**config.mk**
```make
export PLATFORM = sky130hd
export DESIGN_NAME = grid_sweep_vector_generator_core
export DESIGN_NICKNAME = d
export VERILOG_FILES = /design/src/design/gsv_pkg.sv /design/src/design/grid_sweep_vector_generator_core.sv /design/src/design/gsv_cfg.sv /design/src/design/gsv_div.sv /design/src/design/gsv_dpath.sv /design/src/design/gsv_ctrl.sv
export SDC_FILE = /design/constraint.sdc
export NUM_CORES = 1
export LEC_CHECK = 0
export CELL_PAD_IN_SITES_DETAIL_PLACEMENT = 1
export CELL_PAD_IN_SITES_GLOBAL_PLACEMENT = 1
export CORE_MARGIN = 1.5
export CORE_UTILIZATION = 37
export DETAILED_ROUTE_END_ITERATION = 16
export DONT_BUFFER_PORTS = 1
export PLACE_DENSITY = 0.63
export SYNTH_ARGS = -nofsm -noshare
export SYNTH_HDL_FRONTEND = slang
export SYNTH_SLANG_ARGS = --single-unit
```
**constraint.sdc**
```tcl
create_clock -name clk -period 25.1 [get_ports clk]
set_clock_uncertainty 0.05 [all_clocks]
set_input_delay 1.255 -clock clk [delete_from_list [all_inputs] [get_ports clk]]
set_output_delay 1.255 -clock clk [all_outputs]
set_load 0.03 [all_outputs]
```
**src/design/gsv_pkg.sv**
```systemverilog
package gsv_pkg;

	// Grid geometry, fixed by the packing of the configuration words
	localparam int DIMS       = 4;
	localparam int CNT_W      = 8;
	localparam int VAL_W      = 16;
	localparam int ORD_W      = 2;
	localparam int DIM_W      = 3;
	localparam int CFG_IDX_W  = 3;
	localparam int CFG_DATA_W = 64;

	// Datapath widths: |to - from| fits VAL_W bits, product of index and span
	localparam int PROD_W  = CNT_W + VAL_W;
	localparam int SUM_W   = PROD_W + 2;
	localparam int DIV_CYC = PROD_W / 2;
	localparam int DIVC_W  = $clog2(DIV_CYC + 1);

	localparam logic signed [SUM_W-1:0] SAT_HI = SUM_W'((1 << (VAL_W - 1)) - 1);
	localparam logic signed [SUM_W-1:0] SAT_LO = -SAT_HI - SUM_W'(1);

	// Register indexes
	localparam logic [CFG_IDX_W-1:0] REG_START  = 3'd0;
	localparam logic [CFG_IDX_W-1:0] REG_END    = 3'd1;
	localparam logic [CFG_IDX_W-1:0] REG_COUNTS = 3'd2;
	localparam logic [CFG_IDX_W-1:0] REG_ORDER  = 3'd3;
	localparam logic [CFG_IDX_W-1:0] REG_DIMS   = 3'd4;

	// Register reset values
	localparam logic [DIMS*CNT_W-1:0] RST_COUNTS = 32'h0101_0101;
	localparam logic [DIMS*ORD_W-1:0] RST_ORDER  = 8'hE4;
	localparam logic [DIM_W-1:0]      RST_DIMS   = 3'd4;

	typedef struct packed {
		logic [DIMS*VAL_W-1:0] start_v;
		logic [DIMS*VAL_W-1:0] end_v;
		logic [DIMS*CNT_W-1:0] counts;
		logic [DIMS*ORD_W-1:0] order;
		logic [DIM_W-1:0]      dims;
	} cfg_t;

	// Controller to datapath
	typedef struct packed {
		logic             take;
		logic             check;
		logic             mul;
		logic             fin;
		logic             step;
		logic             load_out;
		logic [ORD_W-1:0] k;
	} cmd_t;

	// Datapath to controller
	typedef struct packed {
		logic bad;
		logic early;
		logic div_busy;
		logic k_last;
		logic out_free;
	} stat_t;

	function automatic logic [CNT_W-1:0] count_of(input logic [DIMS*CNT_W-1:0] w,
		input logic [ORD_W-1:0] k);
		return w[k*CNT_W +: CNT_W];
	endfunction

	function automatic logic [VAL_W-1:0] val_of(input logic [DIMS*VAL_W-1:0] w,
		input logic [ORD_W-1:0] k);
		return w[k*VAL_W +: VAL_W];
	endfunction

	function automatic logic [ORD_W-1:0] order_of(input logic [DIMS*ORD_W-1:0] w,
		input logic [ORD_W-1:0] j);
		return w[j*ORD_W +: ORD_W];
	endfunction

endpackage

```
**src/design/grid_sweep_vector_generator_core.sv**
```systemverilog
// Channel   Handshake              Payload
// cfg       cfg_valid / cfg_ready  cfg_index, cfg_data (ready is always high)
// req       req_valid / req_stall  restart
// res       res_valid / res_stall  coord_0..coord_3, point_valid, last_point,
//                                  sweep_done, order_error
//
// An item that yields a point runs each coordinate in turn through the
// shared serial divider, two quotient bits per cycle over a 24-bit dividend;
// an item that yields only a flag skips the divider.
// Reset clears the counters and loads the register reset values.
// A stalled result sits in the output register; the next item is taken
// and worked on meanwhile, and waits only to be written out.
module grid_sweep_vector_generator_core import gsv_pkg::*; (
	input  logic                  clk,
	input  logic                  arst_n,
	input  logic                  cfg_valid,
	output logic                  cfg_ready,
	input  logic [CFG_IDX_W-1:0]  cfg_index,
	input  logic [CFG_DATA_W-1:0] cfg_data,
	input  logic                  req_valid,
	output logic                  req_stall,
	input  logic                  restart,
	output logic                  res_valid,
	input  logic                  res_stall,
	output logic signed [VAL_W-1:0] coord_0,
	output logic signed [VAL_W-1:0] coord_1,
	output logic signed [VAL_W-1:0] coord_2,
	output logic signed [VAL_W-1:0] coord_3,
	output logic                  point_valid,
	output logic                  last_point,
	output logic                  sweep_done,
	output logic                  order_error
);

	cfg_t                       cfg;
	cmd_t                       cmd;
	stat_t                      status;
	logic [DIMS-1:0][VAL_W-1:0] coord;

	assign cfg_ready = 1'b1;

	gsv_cfg u_cfg (
		.clk      (clk),
		.arst_n   (arst_n),
		.wr_en    (cfg_valid && cfg_ready),
		.wr_index (cfg_index),
		.wr_data  (cfg_data),
		.cfg      (cfg)
	);

	gsv_ctrl u_ctrl (
		.clk       (clk),
		.arst_n    (arst_n),
		.req_valid (req_valid),
		.req_stall (req_stall),
		.status    (status),
		.cmd       (cmd)
	);

	gsv_dpath u_dpath (
		.clk       (clk),
		.arst_n    (arst_n),
		.cfg       (cfg),
		.cmd       (cmd),
		.restart   (restart),
		.res_stall (res_stall),
		.status    (status),
		.res_valid (res_valid),
		.res_coord (coord),
		.res_point (point_valid),
		.res_last  (last_point),
		.res_done  (sweep_done),
		.res_err   (order_error)
	);

	assign coord_0 = signed'(coord[0]);
	assign coord_1 = signed'(coord[1]);
	assign coord_2 = signed'(coord[2]);
	assign coord_3 = signed'(coord[3]);

endmodule

```
**src/design/gsv_cfg.sv**
```systemverilog
module gsv_cfg import gsv_pkg::*; (
	input  logic                  clk,
	input  logic                  arst_n,
	input  logic                  wr_en,
	input  logic [CFG_IDX_W-1:0]  wr_index,
	input  logic [CFG_DATA_W-1:0] wr_data,
	output cfg_t                  cfg
);

	cfg_t cfg_q;

	// Register file; writes beyond the list are dropped
	always_ff @(posedge clk or negedge arst_n) begin
		if (!arst_n) begin
			cfg_q.start_v <= '0;
			cfg_q.end_v   <= '0;
			cfg_q.counts  <= RST_COUNTS;
			cfg_q.order   <= RST_ORDER;
			cfg_q.dims    <= RST_DIMS;
		end else if (wr_en) begin
			case (wr_index)
				REG_START:  cfg_q.start_v <= wr_data[DIMS*VAL_W-1:0];
				REG_END:    cfg_q.end_v   <= wr_data[DIMS*VAL_W-1:0];
				REG_COUNTS: cfg_q.counts  <= wr_data[DIMS*CNT_W-1:0];
				REG_ORDER:  cfg_q.order   <= wr_data[DIMS*ORD_W-1:0];
				REG_DIMS:   cfg_q.dims    <= wr_data[DIM_W-1:0];
				default: ;
			endcase
		end
	end

	assign cfg = cfg_q;

endmodule

```
**src/design/gsv_div.sv**
```systemverilog
module gsv_div import gsv_pkg::*; (
	input  logic              clk,
	input  logic              arst_n,
	input  logic              start,
	input  logic [PROD_W-1:0] dividend,
	input  logic [CNT_W-1:0]  divisor,
	output logic [PROD_W-1:0] quotient,
	output logic              busy
);

	logic [PROD_W-1:0] quo_q;
	logic [CNT_W-1:0]  rem_q;
	logic [CNT_W-1:0]  dsr_q;
	logic [DIVC_W-1:0] cyc_q;

	logic [CNT_W+PROD_W-1:0] st1, st2;

	// One restoring step: shift in the next dividend bit, subtract if it fits
	function automatic logic [CNT_W+PROD_W-1:0] div_step(input logic [CNT_W-1:0] rem,
		input logic [PROD_W-1:0] quo, input logic [CNT_W-1:0] dsr);
		logic [CNT_W:0] sh;
		logic [CNT_W:0] diff;
		sh   = {rem, quo[PROD_W-1]};
		diff = sh - {1'b0, dsr};
		if (sh >= {1'b0, dsr})
			return {diff[CNT_W-1:0], quo[PROD_W-2:0], 1'b1};
		else
			return {sh[CNT_W-1:0], quo[PROD_W-2:0], 1'b0};
	endfunction

	// Two quotient bits per cycle
	always_comb begin
		st1 = div_step(rem_q, quo_q, dsr_q);
		st2 = div_step(st1[CNT_W+PROD_W-1:PROD_W], st1[PROD_W-1:0], dsr_q);
	end

	always_ff @(posedge clk or negedge arst_n) begin
		if (!arst_n) begin
			cyc_q <= '0;
		end else if (start) begin
			cyc_q <= DIVC_W'(DIV_CYC);
		end else if (cyc_q != '0) begin
			cyc_q <= cyc_q - 1'b1;
		end
	end

	always_ff @(posedge clk) begin
		if (start) begin
			quo_q <= dividend;
			rem_q <= '0;
			dsr_q <= divisor;
		end else if (cyc_q != '0) begin
			rem_q <= st2[CNT_W+PROD_W-1:PROD_W];
			quo_q <= st2[PROD_W-1:0];
		end
	end

	assign quotient = quo_q;
	assign busy     = (cyc_q != '0);

endmodule

```
**src/design/gsv_dpath.sv**
```systemverilog
module gsv_dpath import gsv_pkg::*; (
	input  logic                       clk,
	input  logic                       arst_n,
	input  cfg_t                       cfg,
	input  cmd_t                       cmd,
	input  logic                       restart,
	input  logic                       res_stall,
	output stat_t                      status,
	output logic                       res_valid,
	output logic [DIMS-1:0][VAL_W-1:0] res_coord,
	output logic                       res_point,
	output logic                       res_last,
	output logic                       res_done,
	output logic                       res_err
);

	// Sweep state
	logic [DIMS-1:0][CNT_W-1:0] cnt_q;
	logic                       exh_q;

	// Working result
	logic [DIMS-1:0][VAL_W-1:0] crd_q;
	logic                       pv_q, lp_q, sd_q, oe_q;
	logic                       neg_q;

	// Output register
	logic                       res_valid_q;
	logic [DIMS-1:0][VAL_W-1:0] res_coord_q;
	logic                       res_point_q, res_last_q, res_done_q, res_err_q;

	logic [ORD_W-1:0] ck;
	logic [DIM_W-1:0] d_m1;
	logic [ORD_W-1:0] outer;
	logic [DIMS-1:0]  seen;
	logic             bad, zero, early;
	logic [ORD_W-1:0] o;

	logic [DIMS-1:0][CNT_W-1:0] nxt;
	logic                       carry;
	logic [CNT_W-1:0]           inc;
	logic                       last_hit;

	logic signed [VAL_W-1:0] from_v, to_v;
	logic        [VAL_W:0]   diff, mag_w;
	logic        [CNT_W-1:0] count_k;
	logic        [PROD_W-1:0] prod;
	logic        [PROD_W-1:0] div_q;
	logic                     div_busy;
	logic signed [SUM_W-1:0] qe, sum;
	logic        [VAL_W-1:0] coord_val;

	assign ck    = cmd.k;
	assign d_m1  = cfg.dims - 1'b1;
	assign outer = order_of(cfg.order, d_m1[ORD_W-1:0]);

	// Order check, zero count and end-of-sweep test
	always_comb begin
		seen = '0;
		bad  = (cfg.dims == '0) || (int'(cfg.dims) > DIMS);
		zero = 1'b0;
		o    = '0;
		for (int j = 0; j < DIMS; j++) begin
			if (j < int'(cfg.dims)) begin
				o = order_of(cfg.order, ORD_W'(j));
				if (int'(o) >= int'(cfg.dims) || seen[o])
					bad = 1'b1;
				else
					seen[o] = 1'b1;
				if (count_of(cfg.counts, ORD_W'(j)) == '0)
					zero = 1'b1;
			end
		end
		early = zero || exh_q || (cnt_q[outer] >= count_of(cfg.counts, outer));
	end

	// Counter advance with carry ripple along the nest order
	always_comb begin
		nxt   = cnt_q;
		carry = 1'b1;
		inc   = '0;
		for (int j = 0; j < DIMS; j++) begin
			if (j < int'(cfg.dims)) begin
				inc = nxt[order_of(cfg.order, ORD_W'(j))] + CNT_W'(carry);
				if (j < int'(cfg.dims) - 1 &&
					inc >= count_of(cfg.counts, order_of(cfg.order, ORD_W'(j)))) begin
					nxt[order_of(cfg.order, ORD_W'(j))] = '0;
					carry = 1'b1;
				end else begin
					nxt[order_of(cfg.order, ORD_W'(j))] = inc;
					carry = 1'b0;
				end
			end
		end
		last_hit = (nxt[outer] >= count_of(cfg.counts, outer));
	end

	// Span magnitude times index, feeds the divider
	always_comb begin
		from_v  = signed'(val_of(cfg.start_v, ck));
		to_v    = signed'(val_of(cfg.end_v, ck));
		count_k = count_of(cfg.counts, ck);
		diff    = {to_v[VAL_W-1], to_v} - {from_v[VAL_W-1], from_v};
		mag_w   = diff[VAL_W] ? (~diff + 1'b1) : diff;
		prod    = PROD_W'(cnt_q[ck]) * PROD_W'(mag_w[VAL_W-1:0]);
	end

	gsv_div u_div (
		.clk      (clk),
		.arst_n   (arst_n),
		.start    (cmd.mul),
		.dividend (prod),
		.divisor  (count_k - 1'b1),
		.quotient (div_q),
		.busy     (div_busy)
	);

	// Signed quotient added to start, saturated
	always_comb begin
		qe  = signed'(SUM_W'(div_q));
		sum = SUM_W'(from_v) + (neg_q ? -qe : qe);
		if (count_k <= CNT_W'(1))
			coord_val = from_v;
		else if (sum > SAT_HI)
			coord_val = SAT_HI[VAL_W-1:0];
		else if (sum < SAT_LO)
			coord_val = SAT_LO[VAL_W-1:0];
		else
			coord_val = sum[VAL_W-1:0];
	end

	// Counters, exhausted flag and output valid
	always_ff @(posedge clk or negedge arst_n) begin
		if (!arst_n) begin
			cnt_q       <= '0;
			exh_q       <= 1'b0;
			res_valid_q <= 1'b0;
		end else begin
			if (cmd.take && restart) begin
				cnt_q <= '0;
				exh_q <= 1'b0;
			end
			if (cmd.check && !bad && early)
				exh_q <= 1'b1;
			if (cmd.step) begin
				cnt_q <= nxt;
				if (last_hit)
					exh_q <= 1'b1;
			end
			if (cmd.load_out)
				res_valid_q <= 1'b1;
			else if (!res_stall)
				res_valid_q <= 1'b0;
		end
	end

	// Working result and output payload
	always_ff @(posedge clk) begin
		if (cmd.check) begin
			crd_q <= '0;
			pv_q  <= 1'b0;
			lp_q  <= 1'b0;
			sd_q  <= !bad && early;
			oe_q  <= bad;
		end
		if (cmd.mul)
			neg_q <= diff[VAL_W];
		if (cmd.fin)
			crd_q[ck] <= coord_val;
		if (cmd.step) begin
			pv_q <= 1'b1;
			if (last_hit) begin
				lp_q <= 1'b1;
				sd_q <= 1'b1;
			end
		end
		if (cmd.load_out) begin
			res_coord_q <= crd_q;
			res_point_q <= pv_q;
			res_last_q  <= lp_q;
			res_done_q  <= sd_q;
			res_err_q   <= oe_q;
		end
	end

	assign status.bad      = bad;
	assign status.early    = early;
	assign status.div_busy = div_busy;
	assign status.k_last   = (ck == d_m1[ORD_W-1:0]);
	assign status.out_free = !res_valid_q || !res_stall;

	assign res_valid = res_valid_q;
	assign res_coord = res_coord_q;
	assign res_point = res_point_q;
	assign res_last  = res_last_q;
	assign res_done  = res_done_q;
	assign res_err   = res_err_q;

endmodule

```
**src/design/gsv_ctrl.sv**
```systemverilog
module gsv_ctrl import gsv_pkg::*; (
	input  logic  clk,
	input  logic  arst_n,
	input  logic  req_valid,
	output logic  req_stall,
	input  stat_t status,
	output cmd_t  cmd
);

	localparam logic [2:0] S_IDLE  = 3'd0;
	localparam logic [2:0] S_CHECK = 3'd1;
	localparam logic [2:0] S_MUL   = 3'd2;
	localparam logic [2:0] S_DIV   = 3'd3;
	localparam logic [2:0] S_FIN   = 3'd4;
	localparam logic [2:0] S_STEP  = 3'd5;
	localparam logic [2:0] S_OUT   = 3'd6;

	logic [2:0]       state_q, state_d;
	logic [ORD_W-1:0] k_q, k_d;

	// Next state
	always_comb begin
		state_d = state_q;
		k_d     = k_q;
		case (state_q)
			S_IDLE: begin
				if (req_valid)
					state_d = S_CHECK;
			end
			S_CHECK: begin
				k_d = '0;
				if (status.bad || status.early)
					state_d = S_OUT;
				else
					state_d = S_MUL;
			end
			S_MUL: state_d = S_DIV;
			S_DIV: begin
				if (!status.div_busy)
					state_d = S_FIN;
			end
			S_FIN: begin
				if (status.k_last) begin
					state_d = S_STEP;
				end else begin
					k_d     = k_q + 1'b1;
					state_d = S_MUL;
				end
			end
			S_STEP: state_d = S_OUT;
			S_OUT: begin
				if (status.out_free)
					state_d = S_IDLE;
			end
			default: state_d = S_IDLE;
		endcase
	end

	always_ff @(posedge clk or negedge arst_n) begin
		if (!arst_n) begin
			state_q <= S_IDLE;
			k_q     <= '0;
		end else begin
			state_q <= state_d;
			k_q     <= k_d;
		end
	end

	// Commands
	assign req_stall    = (state_q != S_IDLE);
	assign cmd.take     = req_valid && (state_q == S_IDLE);
	assign cmd.check    = (state_q == S_CHECK);
	assign cmd.mul      = (state_q == S_MUL);
	assign cmd.fin      = (state_q == S_FIN);
	assign cmd.step     = (state_q == S_STEP);
	assign cmd.load_out = (state_q == S_OUT) && status.out_free;
	assign cmd.k        = k_q;

endmodule

```
==> results of run 1 <==
## routing by layer
layer	wire length, um	part of all wire (%)	GRT usage, %
met5	12	0.011	0
met4	3890	3.6	8.78
met3	6660	6.2	4.98
met2	50200	47	42.7
met1	46500	43	34.3
## cell families after synthesis
kind of cell	count (synthesis)	synth area share [%]
fa+ha+maj	263	13.4
simple gates	807	13.1
mux	328	17.3
xor+xnor	112	3.42
flops	391	33.6
compound gates	681	14.4
other cells	1	0.0127
buf+inv	379	4.90
## worst register-to-register path, delay by kind of cell (launching register included)
family | cells | cell delay, ps
AOI/OAI and AO/OA | 27 | 5350
xor gates and xnor gates | 3 | 1090
adders and majority gates | 10 | 2630
buffers and inverters | 5 | 700
DFF | 1 | 670
muxes | 5 | 2680
and+or+nand+nor | 21 | 3730
## state kept, by name, summed over array words and instances (netlist names), 2 cells and up
register and count:
u_cfg.cfg 171, u_ctrl.k_q 2, u_ctrl.state_q 3, u_dpath.cnt_q 32, u_dpath.crd_q 64, u_dpath.res_coord 64
u_dpath.u_div.cyc_q 4, u_dpath.u_div.dsr_q 8, u_dpath.u_div.quotient 24, u_dpath.u_div.rem_q 8
## placed cells by master, fill, tap and decap left out, types with 9 or more instances in the layout
cell and n:
nand2_1 283, o21ai_0 241, inv_1 233, dfrtp_1 203, mux2_2 177, ha_1 175, nor2_1 156, a21oi_1 149
mux4_2 129, nand3_1 106, edfxtp_1 102, fa_1 88, xnor2_1 79, dfxtp_1 75, and2_1 48, clkbuf_16 45
nor3_1 42, a211oi_1 40, buf_4 39, a21o_1 29, xor2_1 29, a22oi_1 29, nand2b_1 28, nor2b_1 24
a22o_1 23, o31ai_1 22, mux2i_1 22, or3_1 19, nor4_1 19, o21a_1 16, and3_1 13, or2_2 12
nand4_1 11, a31oi_1 11, o21bai_1 10, o211ai_1 10, o22ai_1 9, dfstp_2 9
## area by class of cell
cell class / instances / area [um^2] / share of cell area [%]
Multi-Input combinational cell: 2192 / 18300 / 56.8
Sequential cell: 391 / 9940 / 30.9
Tap cell: 1050 / 1310 / 4.09
Clock buffer: 58 / 1220 / 3.81
Inverter: 236 / 886 / 2.75
Timing Repair Buffer: 39 / 293 / 0.910
Clock inverter: 23 / 233 / 0.724
Antenna cell: 1 / 2.50 / 0.00778
## metrics by stage
stage	utilization [%]	instances	hold WS (ps)	setup WS (ps)
after CTS	40.6	3989	280	8160
after floorplan	-	2962	350	11010
after global placement	38.8	3908	365	8580
after detailed placement	38.8	3908	369	8290
final	40.6	3990	302	8060
after global routing	40.6	3989	279	6890
## worst paths after layout
path	slack, ps	start	cells past startpoint	endpoint
max	8060	u_cfg.cfg[3]	71	u_dpath.exh_q
min	300	arst_n	0	u_cfg.cfg[14]
max reg2reg	8060	u_cfg.cfg[3]	71	u_dpath.exh_q
min reg2reg	370	u_dpath.crd_q[32]	0	u_dpath.res_coord[32]
max in group asynchronous	24360	arst_n	0	u_ctrl.k_q[0]
min in group clk	370	u_dpath.crd_q[32]	0	u_dpath.res_coord[32]
==> flow_summary.yaml, run 1 <==
timing:
  setup-tns-final_ps: 0
  setup_violations: 0
  slew_violations: 0
  fmax_mhz: 58.7
  max_slew.worst_pin.slew_ps: 1170
  final_hold_viol_count: 0
  rsz0062_at_grt: "false"
  maxSlewHeadroom_pct: 19.9
  min_period_over_period_pct: 67.9
  period_needed_ps: 17040
layout:
  drive_gt1_share_pct: 16.3
  final_area_um2: 32200
  fill_cells: 8838
  finalNetCount: 3241
  area_delta_synth_final_pct: 8.68
synthesis:
  syn_nets: 3298
  synth.ff_latch_count: 391
  synth_warnings: 0
  synth_top_area_share_pct: 17.3
  synthTopCellsByArea: "dfrtp_1 17%, edfxtp_1 10%, mux4_2 9.8%"
  synth-async-reset-ratio_pct: 54.7
  synth_top_area_cell: "dfrtp_1"
  synth_top_flop_cell: "dfrtp_1"
  syn_area_um2: 29600
  synth_most_common_cell: "nand2_1"
  synth_edf_count: 102
  synthCells: 2962
  synth_common_cells: "283 x nand2_1, 241 x o21ai_0, 233 x inv_1"
  synthDistinctLibCells: 95
  synth.avg_cell_area_um2: 9.99
  synth_seq_area_share_pct: 33.6
drt:
  drc: 0
  ant_nets: 0
  vias: 23813
  routed_via_density: 5.97
  wl_per_cell_um: 26.9
  dr.pass1.iters: 5
  wl_mm: 107
  drtIter0Drc: 1835
clocking:
  cts_tree: "yes"
  numCtsBuffers: 45
  postCtsHoldBufs: 0
  insertion_delay_ps: 610
  cts_resized: 0
  path_clk_slew_ps: 70
  clockBufferDepth: 3
  clock_sinks: 391
  post_cts_buffers: 0
  cts-root-buf: "clkbuf_16"
  htreeDepth: 2
die:
  die_h_um: 286
  core_um2: 79100
  pin_count: 144
  die-area_um2: 81700
  rows: 103
  die_x_um: 286
  start_util_pct: 37.4
place:
  place.gp.congestion: 0.970
  placed_cell_area_um2: 30700
  port-buffer-count: 0
  hpwl_mm: 83.6
setup_path:
  critPathKind: "flip-flop to flip-flop"
  crit_required_ps: 25520
  critical_path.max_fanout: 17
  crit_buf_inv: 5
  slowest_delay_ps: 670
  cp-start-kind: "flip-flop"
  critPathTopFamily: "compound AO/OA/AOI/OAI gates"
  end_kind: "flip-flop"
  arrival_ps: 17460
  cp_common_cell: "ha_1"
  slowest_stage: "dfrtp_1"
global_route:
  global_route.overflow_total: 0
  antenna_found_initial: 5
  grt_max_degree: 215
  grt_pass1_vias: 25042
  grt_first_pass_wirelength_mm: 160
  grt.total_usage_pct: 26.0
job:
  max_cap_violations: 0
status:
  status: "complete, no violations"
hold_path:
  min_path_type: "primary input to async pin"
Power of run 1 is not shown: default switching activity piles up to over one toggle a cycle in this logic, so the estimate is an artifact.
==> run 2, diff against run 1 <==
==> constraint.sdc (replaced) <==
create_clock -name clk -period 15.8 [get_ports clk]
set_clock_uncertainty 0.05 [all_clocks]
set_input_delay 0.79 -clock clk [delete_from_list [all_inputs] [get_ports clk]]
set_output_delay 0.79 -clock clk [all_outputs]
set_load 0.03 [all_outputs]
==> flow_summary.yaml, run 2 (synthesized netlist as in run 1, its figures left out) <==
timing:
  max_slew.worst_pin.slew_ps: 1230
  setup_ws_ps: 1030
  fmax_mhz: 67.7
  slew_violations: 0
  final_hold_viol_count: 0
  period_needed_ps: 14770
  maxSlewHeadroom_pct: 18.0
  min_period_over_period_pct: 93.5
  rsz0062_at_grt: "false"
  setup_violations: 0
setup_path:
  cp_common_cell: "ha_1"
  cp-start-kind: "flip-flop"
  reg2reg_slack_ps: 1030
  slowest_stage: "mux4_2"
  slowest_delay_ps: 570
  arrival_ps: 15210
  end_kind: "flip-flop"
  crit_required_ps: 16240
  critPathKind: "flip-flop to flip-flop"
  critical_path.max_fanout: 8
die:
  core_um2: 79100
  start_util_pct: 37.4
  pin_count: 144
  die_x_um: 286
  die-area_um2: 81700
  rows: 103
  die_h_um: 286
drt:
  wl_mm: 109
  drtIter0Drc: 1781
  wl_per_cell_um: 26.9
  dr.pass1.iters: 5
  vias: 23911
  routed_via_density: 5.92
  drc: 0
  ant_nets: 0
global_route:
  antenna_found_initial: 5
  grt_max_degree: 214
  grt_first_pass_wirelength_mm: 163
  grt_pass1_vias: 25096
  global_route.overflow_total: 0
  grt.total_usage_pct: 26.5
layout:
  final_common_cell: "nand2_1"
  final_util_pct: 41.5
  final_cell_mix: "282 x nand2_1, 235 x o21ai_0, 233 x inv_1"
  final_cells: 4038
  largest_reg_flops: 171
  finalNetCount: 3288
  area_delta_synth_final_pct: 11.0
  drive_gt1_share_pct: 18.5
clocking:
  path_clk_slew_ps: 60
  numCtsBuffers: 46
  clockBufferDepth: 3
  clock_sinks: 391
  cts_tree: "yes"
  cts-root-buf: "clkbuf_16"
  insertion_delay_ps: 610
  htreeDepth: 2
place:
  hpwl_mm: 84.8
  place.gp.congestion: 0.956
  dpl.cell_count: 3940
  port-buffer-count: 0
  pre_cts_ws_ps: -23.7
job:
  max_cap_violations: 0
status:
  status: "complete, no violations"
hold_path:
  min_path_type: "primary input to async pin"
run 2: repair_timing:
| action | 4_1_cts | 5_1_grt |
|---|---|---|
| setup buffers | 0 | 12 |
| pin swaps | 0 | 6 |
| cloned | 0 | 0 |
| endpoints found under the hold margin | 213 | 0 |
| setup endpoints to repair | 2 | 3 |
| gates resized for setup | 2 | 42 |
| hold buffers | 2 | 0 |
run 2: cell type report:
cell class              instances  area [um^2]
diodes                          1         2.50
clock buffers                  61         1280
clock inverters                22          323
fillers                      8827        46300
inverters                     236          886
multi-input cells            2192        18400
flip-flops and latches        391         9940
well taps                    1050         1310
repair buffers                 85          673
run 2: worst paths after layout:
check,from,end,cells past startpoint
max in group asynchronous,arst_n,u_ctrl.k_q[0],1
setup / recovery,u_cfg.cfg[3],u_dpath.sd_q,72
hold reg to reg,u_dpath.crd_q[19],u_dpath.res_coord[19],0
setup reg to reg,u_cfg.cfg[3],u_dpath.sd_q,72
hold / removal,arst_n,u_cfg.cfg[159],1
min in group clk,cfg_data[30],u_cfg.cfg[41],1
run 2: critical path: cells and delay by family, from the launching register on:
family	cells	cell delay [ps]
AOI/OAI and AO/OA	25	4630
muxes	5	2620
DFF	1	480
adders and majority gates	8	2090
and+or+nand+nor	24	3310
buffers and inverters	7	840
xor gates and xnor gates	3	590
run 2: layer usage:
layer,vias to the layer above,GRT usage (%),part of all wire [%]
met2,765,43.3,47
met4,8,8.96,3.7
met3,195,5.96,7.1
met1,12203,34.7,43
li1,10740,-,-
met5,-,0,0.038
run 2: stage by stage:
stage	hold WS (ps)	area, um^2	TNS, ps
2_1_floorplan	350	29600	0
3_3_place_gp	364	30900	0
3_5_place_dp	369	30900	-47.1
4_1_cts	252	32600	0
5_1_grt	263	32800	0
6_report	204	32800	0
Power of run 2 is left out for the same reason.
